--- src/hw/rtl/greedy_weighted_set_cover_top_defines.svh ---
// Assertion macros shared by the set cover RTL
`ifndef GREEDY_WEIGHTED_SET_COVER_TOP_DEFINES_SVH
`define GREEDY_WEIGHTED_SET_COVER_TOP_DEFINES_SVH

// check cons in the same cycle as ante
`define GWSC_ASSERT_NOW(name, ante, cons, msg) \
  name: assert property (@(posedge clk) disable iff (rst) (ante) |-> (cons)) \
    else $error(msg);

// check cons in the cycle after ante
`define GWSC_ASSERT_NEXT(name, ante, cons, msg) \
  name: assert property (@(posedge clk) disable iff (rst) (ante) |=> (cons)) \
    else $error(msg);

`endif

--- src/hw/rtl/gwsc_pkg.sv ---
// Shared types and constants for the greedy weighted set cover block
package gwsc_pkg;

  localparam int DEF_MAX_SETS     = 32;
  localparam int DEF_MAX_ELEMENTS = 128;
  localparam int DEF_COST_WIDTH   = 16;
  localparam int DEF_POP_W        = $clog2(DEF_MAX_ELEMENTS + 1);

  localparam int CMD_W        = 2;
  localparam int SUBSET_W     = 5;
  localparam int ELEM_NUM_W   = 7;
  localparam int COST_IN_W    = 16;
  localparam int LEFT_W       = 8;
  localparam int SET_COUNT_W  = 6;
  localparam int ELEM_COUNT_W = 8;
  localparam int CFG_ADDR_W   = 1;
  localparam int CFG_DATA_W   = 8;
  localparam int IN_DATA_W    = 32;
  localparam int OUT_DATA_W   = 16;

  localparam logic [SET_COUNT_W-1:0]  SET_COUNT_RESET  = 6'd32;
  localparam logic [ELEM_COUNT_W-1:0] ELEM_COUNT_RESET = 8'd128;

  localparam logic [CFG_ADDR_W-1:0] CFG_SET_COUNT     = 1'b0;
  localparam logic [CFG_ADDR_W-1:0] CFG_ELEMENT_COUNT = 1'b1;

  typedef enum logic [CMD_W-1:0] {
    CMD_CLEAR = 2'd0,
    CMD_ADD   = 2'd1,
    CMD_COST  = 2'd2,
    CMD_RUN   = 2'd3
  } cmd_t;

endpackage

--- src/hw/rtl/gwsc_popcount.sv ---
// Three-stage registered population count tree
module gwsc_popcount import gwsc_pkg::*; #(
  parameter int WIDTH   = DEF_MAX_ELEMENTS,
  parameter int COUNT_W = DEF_POP_W
) (
  input  logic               clk,
  input  logic [WIDTH-1:0]   bits,
  output logic [COUNT_W-1:0] count
);

  localparam int CHUNKS = (WIDTH + 63) / 64;
  localparam int PAD    = CHUNKS * 64;
  localparam int BYTES  = CHUNKS * 8;

  logic [PAD-1:0] padded;
  logic [3:0]     byte_cnt   [BYTES];
  logic [6:0]     chunk_cnt  [CHUNKS];
  logic [6:0]     chunk_next [CHUNKS];
  logic [8:0]     total_next;

  function automatic logic [3:0] pop8(input logic [7:0] v);
    logic [3:0] n;
    n = '0;
    for (int i = 0; i < 8; i++) begin
      n = n + 4'(v[i]);
    end
    return n;
  endfunction

  assign padded = PAD'(bits);

  always_comb begin
    for (int c = 0; c < CHUNKS; c++) begin
      chunk_next[c] = '0;
      for (int k = 0; k < 8; k++) begin
        chunk_next[c] = chunk_next[c] + 7'(byte_cnt[8 * c + k]);
      end
    end
  end

  always_comb begin
    total_next = '0;
    for (int c = 0; c < CHUNKS; c++) begin
      total_next = total_next + 9'(chunk_cnt[c]);
    end
  end

  always_ff @(posedge clk) begin
    for (int b = 0; b < BYTES; b++) begin
      byte_cnt[b] <= pop8(padded[8 * b +: 8]);
    end
    for (int c = 0; c < CHUNKS; c++) begin
      chunk_cnt[c] <= chunk_next[c];
    end
    count <= COUNT_W'(total_next);
  end

endmodule

--- config.mk ---
export PLATFORM = sky130hd
export DESIGN_NAME = gwsc_popcount
export DESIGN_NICKNAME = d
export VERILOG_FILES = /design/src/hw/rtl/greedy_weighted_set_cover_top_defines.svh /design/src/hw/rtl/gwsc_pkg.sv /design/src/hw/rtl/gwsc_popcount.sv
export SDC_FILE = /design/constraint.sdc
export NUM_CORES = 1
export LEC_CHECK = 0
export BUFFER_PORTS_ARGS = -buffer_cell sky130_fd_sc_hd__buf_2
export CORE_UTILIZATION = 45
export CTS_CLUSTER_DIAMETER = 150
export DETAILED_ROUTE_END_ITERATION = 12
export GPL_ROUTABILITY_DRIVEN = 0
export HOLD_SLACK_MARGIN = 0.1
export PLACE_DENSITY = 0.78
export SYNTH_ARGS = -nofsm -noshare
export SYNTH_HDL_FRONTEND = slang
export SYNTH_SLANG_ARGS = --single-unit
--- constraint.sdc ---
create_clock -name clk -period 3.95 [get_ports clk]
set_input_delay 0 -clock clk [delete_from_list [all_inputs] [get_ports clk]]
set_output_delay 0 -clock clk [all_outputs]
set_load 0.01 [all_outputs]
### Word-level counts from Yosys, hierarchy flattened

Memory sizes are Yosys's and may differ from the RTL's.
Cells that the tools add are included.

* flip-flop bits (word level): 8
* memory bits (writable): 78
* input bits: 129
* output and inout port bits: 8
* logic and storage cells: 130
* memories kept: 2

* add/subtract/negate cells: 127

Memory list
* byte_cnt: depth 16, width 4, rd ports 16, clocked after Yosys merged registers in 0, wr ports 16, line gwsc_popcount.sv:16 `logic [3:0] byte_cnt [BYTES];`
* chunk_cnt: depth 2, width 7, rd ports 2, clocked after Yosys merged registers in 0, wr ports 2, line gwsc_popcount.sv:17 `logic [6:0] chunk_cnt [CHUNKS];`

Operators by type and width (count)
* $add 4x1->4: 66
* $add 3x1->4: 15
* $add 7x4->7: 8
* $add 2x1->3: 15
* $add 1x1->2: 16
* $add 6x4->7: 2
* $add 5x4->6: 2
* $add 4x4->5: 2
* $add 7x7->8: 1

### Depth between registers and ports, before layout

Gate-level depths: netlist of the first run.

* depth after elaboration: 7
* mapped depth: 14
* depth with buffers taken out: 14

### Worst setup path after synthesis of the first run

Ideal clock, no wire load.

* path type: reg-to-reg
* start: memory byte_cnt[8][2], in the netlist byte_cnt[1][2]
* end: memory chunk_cnt[1][6], in the netlist chunk_cnt[0][13]
* library setup time: 114 ps
* arrival: 3453 ps
* data required time: 3836 ps
* setup slack: 383 ps
* cell stages (with the launch flop): 13
* buffers on the path: 0
* clock period less this slack: 3567 ps
* cells stage by stage: dfxtp_1 inv_1 fa_1 inv_1 fa_1 fa_1 inv_1 fa_1 inv_1 ha_1 fa_1 a21o_1 a21o_1

RTL lines (line)
* start, declared: gwsc_popcount.sv:16
* end, declared: gwsc_popcount.sv:17

==> flow_metrics.env, run 1 <==
export IMPL_core_area_um2=13500
export IMPL_max_cap_violations=0
export IMPL_synth_edf_count=0
export IMPL_clock_latency_ps=330
export IMPL_synth_area_leaders="fa_1, dfxtp_1, inv_1, ha_1, xor2_1"
export IMPL_finalSetupTns_ps=0
export IMPL_synthCells=593
export IMPL_status="completed"
export IMPL_io_buffers=136
export IMPL_synth_area_um2=6290
export IMPL_grt_pass1_wl_um=16900
export IMPL_fin_crit_sh_pct=93.5
export IMPL_wl_um=9350
export IMPL_vias_per_cell=4.12
export IMPL_area_growth_pct=22.0
export IMPL_hpwlAfterDp_um=8340
export IMPL_dp_cells=905
export IMPL_setup_viol=0
export IMPL_clk_pin_slew_worst_paths_ps=70
export IMPL_placementRows=42
export IMPL_ys_ff_latch=86
export IMPL_critPathRequiredTime_ps=4180
export IMPL_netlist_top_cells_count="inv_1, fa_1, dfxtp_1, ha_1, a21oi_1"
export IMPL_drt_iter0_markers=75
export IMPL_crit_type="reg2reg"
export IMPL_cpMostUsedCell="fa_1"
export IMPL_startpoint="byte_cnt[1][2]"
export IMPL_synth_avg_cell_area_um2=10.6
export IMPL_post_route_min_period_ps=3690
export IMPL_async_reset_ff_share_pct=0
export IMPL_tightest_slew_ps=208
export IMPL_firstDrtPassIters=4
export IMPL_reg2regPathDepth=12
export IMPL_antennaDiodeCount=0
export IMPL_drive_gt1_share_pct=20.5
export IMPL_die_area_um2=14500
export IMPL_cts_root_buffer="clkbuf_16"
export IMPL_cts_sinks=86
export IMPL_cts_tree="built"
export IMPL_yosysTopAreaCell="fa_1"
export IMPL_timing_rr_end="chunk_cnt[0][13]"
export IMPL_final_cell_area_um2=7680
export IMPL_die_h_um=120
export IMPL_cts_buffer_depth=2
export IMPL_ant_nets=0
export IMPL_seq_area_frac_synth_pct=27.4
export IMPL_crit_path_max_fanout=2
export IMPL_finalMaxSlewViolations=0
export IMPL_fin_ws_ps=255
export IMPL_max_freq_ghz=0.271
export IMPL_drc_errors=0
export IMPL_finalNonFillerCells=938
export IMPL_num_io_pins=137
export IMPL_yosys_warnings=0
export IMPL_hold_violations=0
export IMPL_grt_max_degree=17
export IMPL_initial_utilization_pct=46.8
export IMPL_numCtsBuffers=9
export IMPL_grt_usage_pct=14.8
export IMPL_dpl_worst_slack_ps=274
export IMPL_max_stage_delay_ps=550
export IMPL_yosysUniqueCellTypes=22
export IMPL_post_drt_wl_per_cell_um=9.97
export IMPL_num_vias=3866
export IMPL_antenna_found_initial=0
export IMPL_rsz0062_at_grt="no"
export IMPL_grt_ovfl_total=0
export IMPL_synth_nets=902
export IMPL_nNetsFinal=1066
export IMPL_crit_path_start_kind="register"
export IMPL_clock_skew_ps=5.95
export IMPL_arrival_ps=3930
export IMPL_maxSlewHeadroom_pct=86.0
export IMPL_worstPathCellList="inv_1 > fa_1 > inv_1 > fa_1 > fa_1 > inv_1 > fa_1 > inv_1 > ha_1 > fa_1 > a21o_1 > a21o_1"
export IMPL_ys_flop_type="dfxtp_1"
export IMPL_worstSetupEndpointType="register"
export IMPL_grt_pass1_vias=4181
export IMPL_cp_slowest_cell="fa_1"
export IMPL_yosysTopAreaCellShare_pct=35.3
export IMPL_timing_rr_start="byte_cnt[1][2]"
export IMPL_n_fill_cell=1164
export IMPL_synth_most_common_cell="inv_1"
export IMPL_r2r_slack_ps=260
export IMPL_worstSetupEndpoint="chunk_cnt[0][13]"
export IMPL_die_x_um=120
export IMPL_htree_levels=3
export IMPL_hold_class="in2reg"
export IMPL_dpl_cell_area_um2=7190
cell type report:
cell class                 count  area [um2]  share of cell area [%]
clock buffer                  10         239                    3.11
clock inverter                 6        75.1                   0.978
inverter                     241         905                    11.8
multi-input combinational    266        3670                    47.8
sequential                    86        1720                    22.4
tap                          176         220                    2.87
timing repair buffer         153         851                    11.1
kinds of logic (layout without fill, tap and decap cells):
family          after synthesis  after routing  synth area share [%]
xor+xnor                     23             23                  3.20
flops                        86             86                  27.4
fa+ha+maj                   180            180                  49.0
compound gates               35             35                  3.18
buf+inv                     241            410                  14.4
simple gates                 28             28                  2.86
per-stage QoR:
| stage | utilization (%) | hold WS (ps) |
|---|---|---|
| after global placement | 53.5 | 224 |
| final | 57.1 | 153 |
| after detailed placement | 53.5 | 226 |
| after global routing | 57.1 | 195 |
| after floorplan | - | 130 |
| after CTS | 57.1 | 156 |
metal layers:
layer / vias to the layer above / GRT usage [%] / wire length, um
met1: 1787 / 18.5 / 4180
li1: 1989 / - / -
met3: 12 / 2.26 / 355
met2: 78 / 25.9 / 4660
met5: - / 0 / 0
met4: 0 / 5.25 / 155
critical path, delay by kind of cell (launching register included):
family | cells | cell delay (ps)
fa+ha+maj | 6 | 2730
buf+inv | 4 | 210
flops | 1 | 310
compound gates | 2 | 330
worst min path at each step:
stage	startpoint	to	cells after the start
6_report	bits[124]	byte_cnt[1][31]	4
5_1_grt	bits[121]	byte_cnt[1][30]	4
4_1_cts	bits[121]	byte_cnt[1][30]	4
3_5_place_dp	bits[74]	byte_cnt[1][4]	2
3_3_place_gp	bits[58]	byte_cnt[0][28]	2
2_1_floorplan	bits[2]	byte_cnt[0][0]	1
state kept, by name, indices dropped and copies added, names as in the netlist:
name and flops:
byte_cnt 64, count 8, chunk_cnt 14
cell usage in the layout (no fill, tap or decap), types with 2 or more instances in the layout:
master         Yosys  final
nand2_1            2      2
inv_6              0      3
ha_1              69     69
xor2_1            14     14
nor2_1             3      3
clkbuf_16          0      9
o21ai_0            4      4
a21o_1             4      4
nor2b_1           18     18
a21oi_1           22     22
dfxtp_1           86     86
xnor2_1            9      9
inv_1            241    241
fa_1             111    111
buf_2              0    136
dlygate4sd3_1      0     17
what timing repair did:
item | in CTS | in global routing
hold buffers | 17 | 0
hold endpoints to repair | 17 | 0
buffers inserted | 0 | 0
gates resized for setup | 0 | 0
Power of run 1 is left out: the tool's default activity adds up to more than one toggle a clock period on the data nets, which glitch-free logic cannot reach.
==> inputs of run 2 (changes only) <==
Settings changed: CORE_UTILIZATION 45 to 55, PLACE_DENSITY 0.78 to 0.91.
==> run 2 against run 1 <==
Against the previous run:
- final cell count fell by 3.8%
- sequential share of layout area rose by 0.13 points
- critical path type unchanged
- core utilization rose by 12 points
- critical endpoint unchanged
- setup slack got worse by 39 ps
- wire length rose by 26%
- first-iteration DRC count fell by 15%
==> flow_metrics.env, run 2 (synthesis gave the netlist of run 1 again) <==
export IMPL_status="completed"
export IMPL_io_buffers=136
export IMPL_fin_crit_sh_pct=94.5
export IMPL_busiest_layer="met2"
export IMPL_grt_ovfl_total=0
export IMPL_drt_iter0_markers=64
export IMPL_die_x_um=109
export IMPL_max_cap_violations=0
export IMPL_ant_nets=0
export IMPL_grt_usage_pct=21.8
export IMPL_cts_tree="built"
export IMPL_hpwlAfterDp_um=9470
export IMPL_clock_skew_ps=8.45
export IMPL_cts_buffer_depth=2
export IMPL_top_regs="byte_cnt (64), chunk_cnt (14), count (8)"
export IMPL_maxSlewHeadroom_pct=84.0
export IMPL_clk_pin_slew_worst_paths_ps=60
export IMPL_antenna_found_initial=0
export IMPL_nNetsFinal=1066
export IMPL_vias_per_cell=4.57
export IMPL_cp_slowest_cell="fa_1"
export IMPL_n_fill_cell=734
export IMPL_final_cell_mix="inv_1, buf_2, fa_1"
export IMPL_final_cell_area_um2=7630
export IMPL_path_buf_inv=4
export IMPL_dpl_cell_area_um2=7150
export IMPL_top_register="byte_cnt"
export IMPL_seq_area_um2=1720
export IMPL_crit_type="reg2reg"
export IMPL_grt_max_degree=15
export IMPL_placementRows=38
export IMPL_post_cts_resized=0
export IMPL_setup_viol=0
export IMPL_crit_path_start_kind="register"
export IMPL_die_h_um=109
export IMPL_tightest_slew_ps=238
export IMPL_drc_errors=0
export IMPL_cpMostUsedCell="fa_1"
export IMPL_use_met2_pct=42.4
export IMPL_numCtsBuffers=9
export IMPL_max_freq_ghz=0.268
export IMPL_arrival_ps=3970
export IMPL_initial_utilization_pct=57.3
export IMPL_num_vias=4125
export IMPL_worstSetupEndpointType="register"
export IMPL_critical_path_top_delay_family="adder cells"
export IMPL_antennaDiodeCount=0
export IMPL_post_route_min_period_ps=3730
export IMPL_rsz0062_at_grt="no"
export IMPL_largest_reg_flops=64
export IMPL_crit_path_max_fanout=2
export IMPL_grt_met3_usage_pct=2.81
export IMPL_multiInputGateArea_um2=3670
export IMPL_area_growth_pct=21.3
export IMPL_max_stage_delay_ps=550
export IMPL_hold_violations=0
export IMPL_wl_um=11800
export IMPL_grt_pass1_vias=4616
export IMPL_post_drt_wl_per_cell_um=13.1
export IMPL_critPathRequiredTime_ps=4190
export IMPL_cts_root_buffer="clkbuf_16"
export IMPL_finalMaxSlewViolations=0
export IMPL_cts_sinks=86
export IMPL_hold_class="in2reg"
export IMPL_finalSetupTns_ps=0
export IMPL_firstDrtPassIters=4
export IMPL_die_area_um2=11900
export IMPL_worstPathCellList="inv_1 > fa_1 > inv_1 > fa_1 > fa_1 > inv_1 > fa_1 > inv_1 > ha_1 > fa_1 > a21o_1 > a21o_1"
export IMPL_drive_gt1_share_pct=20.3
export IMPL_use_met1_pct=22.3
export IMPL_final_common_cell="inv_1"
export IMPL_htree_levels=3
export IMPL_clock_latency_ps=340
export IMPL_core_area_um2=11000
export IMPL_num_io_pins=137
export IMPL_grt_pass1_wl_um=19300
[run 2: cell count changes in the layout (fill, tap and decap cells not counted), sizes merged]
| cell | delta |
|---|---|
| bufinv | +1 |
| clkinv | +3 |
| inv | -4 |
[run 2: worst paths after layout]
check / endpoint / slack (ps) / from / depth (start not counted)
setup / recovery: chunk_cnt[0][13] / 220 / byte_cnt[1][2] / 12
hold / removal: byte_cnt[1][31] / 150 / bits[124] / 4
setup reg to reg: chunk_cnt[0][13] / 220 / byte_cnt[1][2] / 12
hold reg to reg: count[0] / 460 / chunk_cnt[0][7] / 1
[run 2: final cells by class]
type,count,share of cell area [%]
flip-flops and latches,86,22.5
clock buffers,10,3.00
clock inverters,6,1.13
repair buffers,153,11.1
inverters,241,11.8
well taps,140,2.29
multi-input cells,266,48.0
[run 2: worst register-to-register path, cell delays in order (launching register included)]
cell     delay [ps]
dfxtp_1         330
inv_1            70
fa_1            550
inv_1            60
fa_1            500
fa_1            540
inv_1            50
fa_1            530
inv_1            40
ha_1            210
fa_1            410
a21o_1          170
a21o_1          170
[run 2: timing repair]
action	in CTS	in global routing
hold endpoints to repair	16	0
setup buffers	0	0
hold buffers	17	0
[run 2: metrics by stage]
stage / std cells / util, % / setup WS, ps / hold WS (ps)
2_1_floorplan: 593 / - / 383 / 130
3_3_place_gp: 869 / 65.1 / 343 / 224
3_5_place_dp: 869 / 65.1 / 232 / 224
4_1_cts: 902 / 69.5 / 198 / 147
5_1_grt: 902 / 69.5 / 107 / 188
6_report: 902 / 69.5 / 216 / 150
[run 2: layer usage]
| layer | wire (um) | up-vias |
|---|---|---|
| met2 | 6590 | 103 |
| met1 | 4370 | 1996 |
| met4 | 440 | 0 |
| met5 | 0 | - |
| li1 | - | 1989 |
| met3 | 395 | 37 |
Power of run 2 is left out for the same reason.
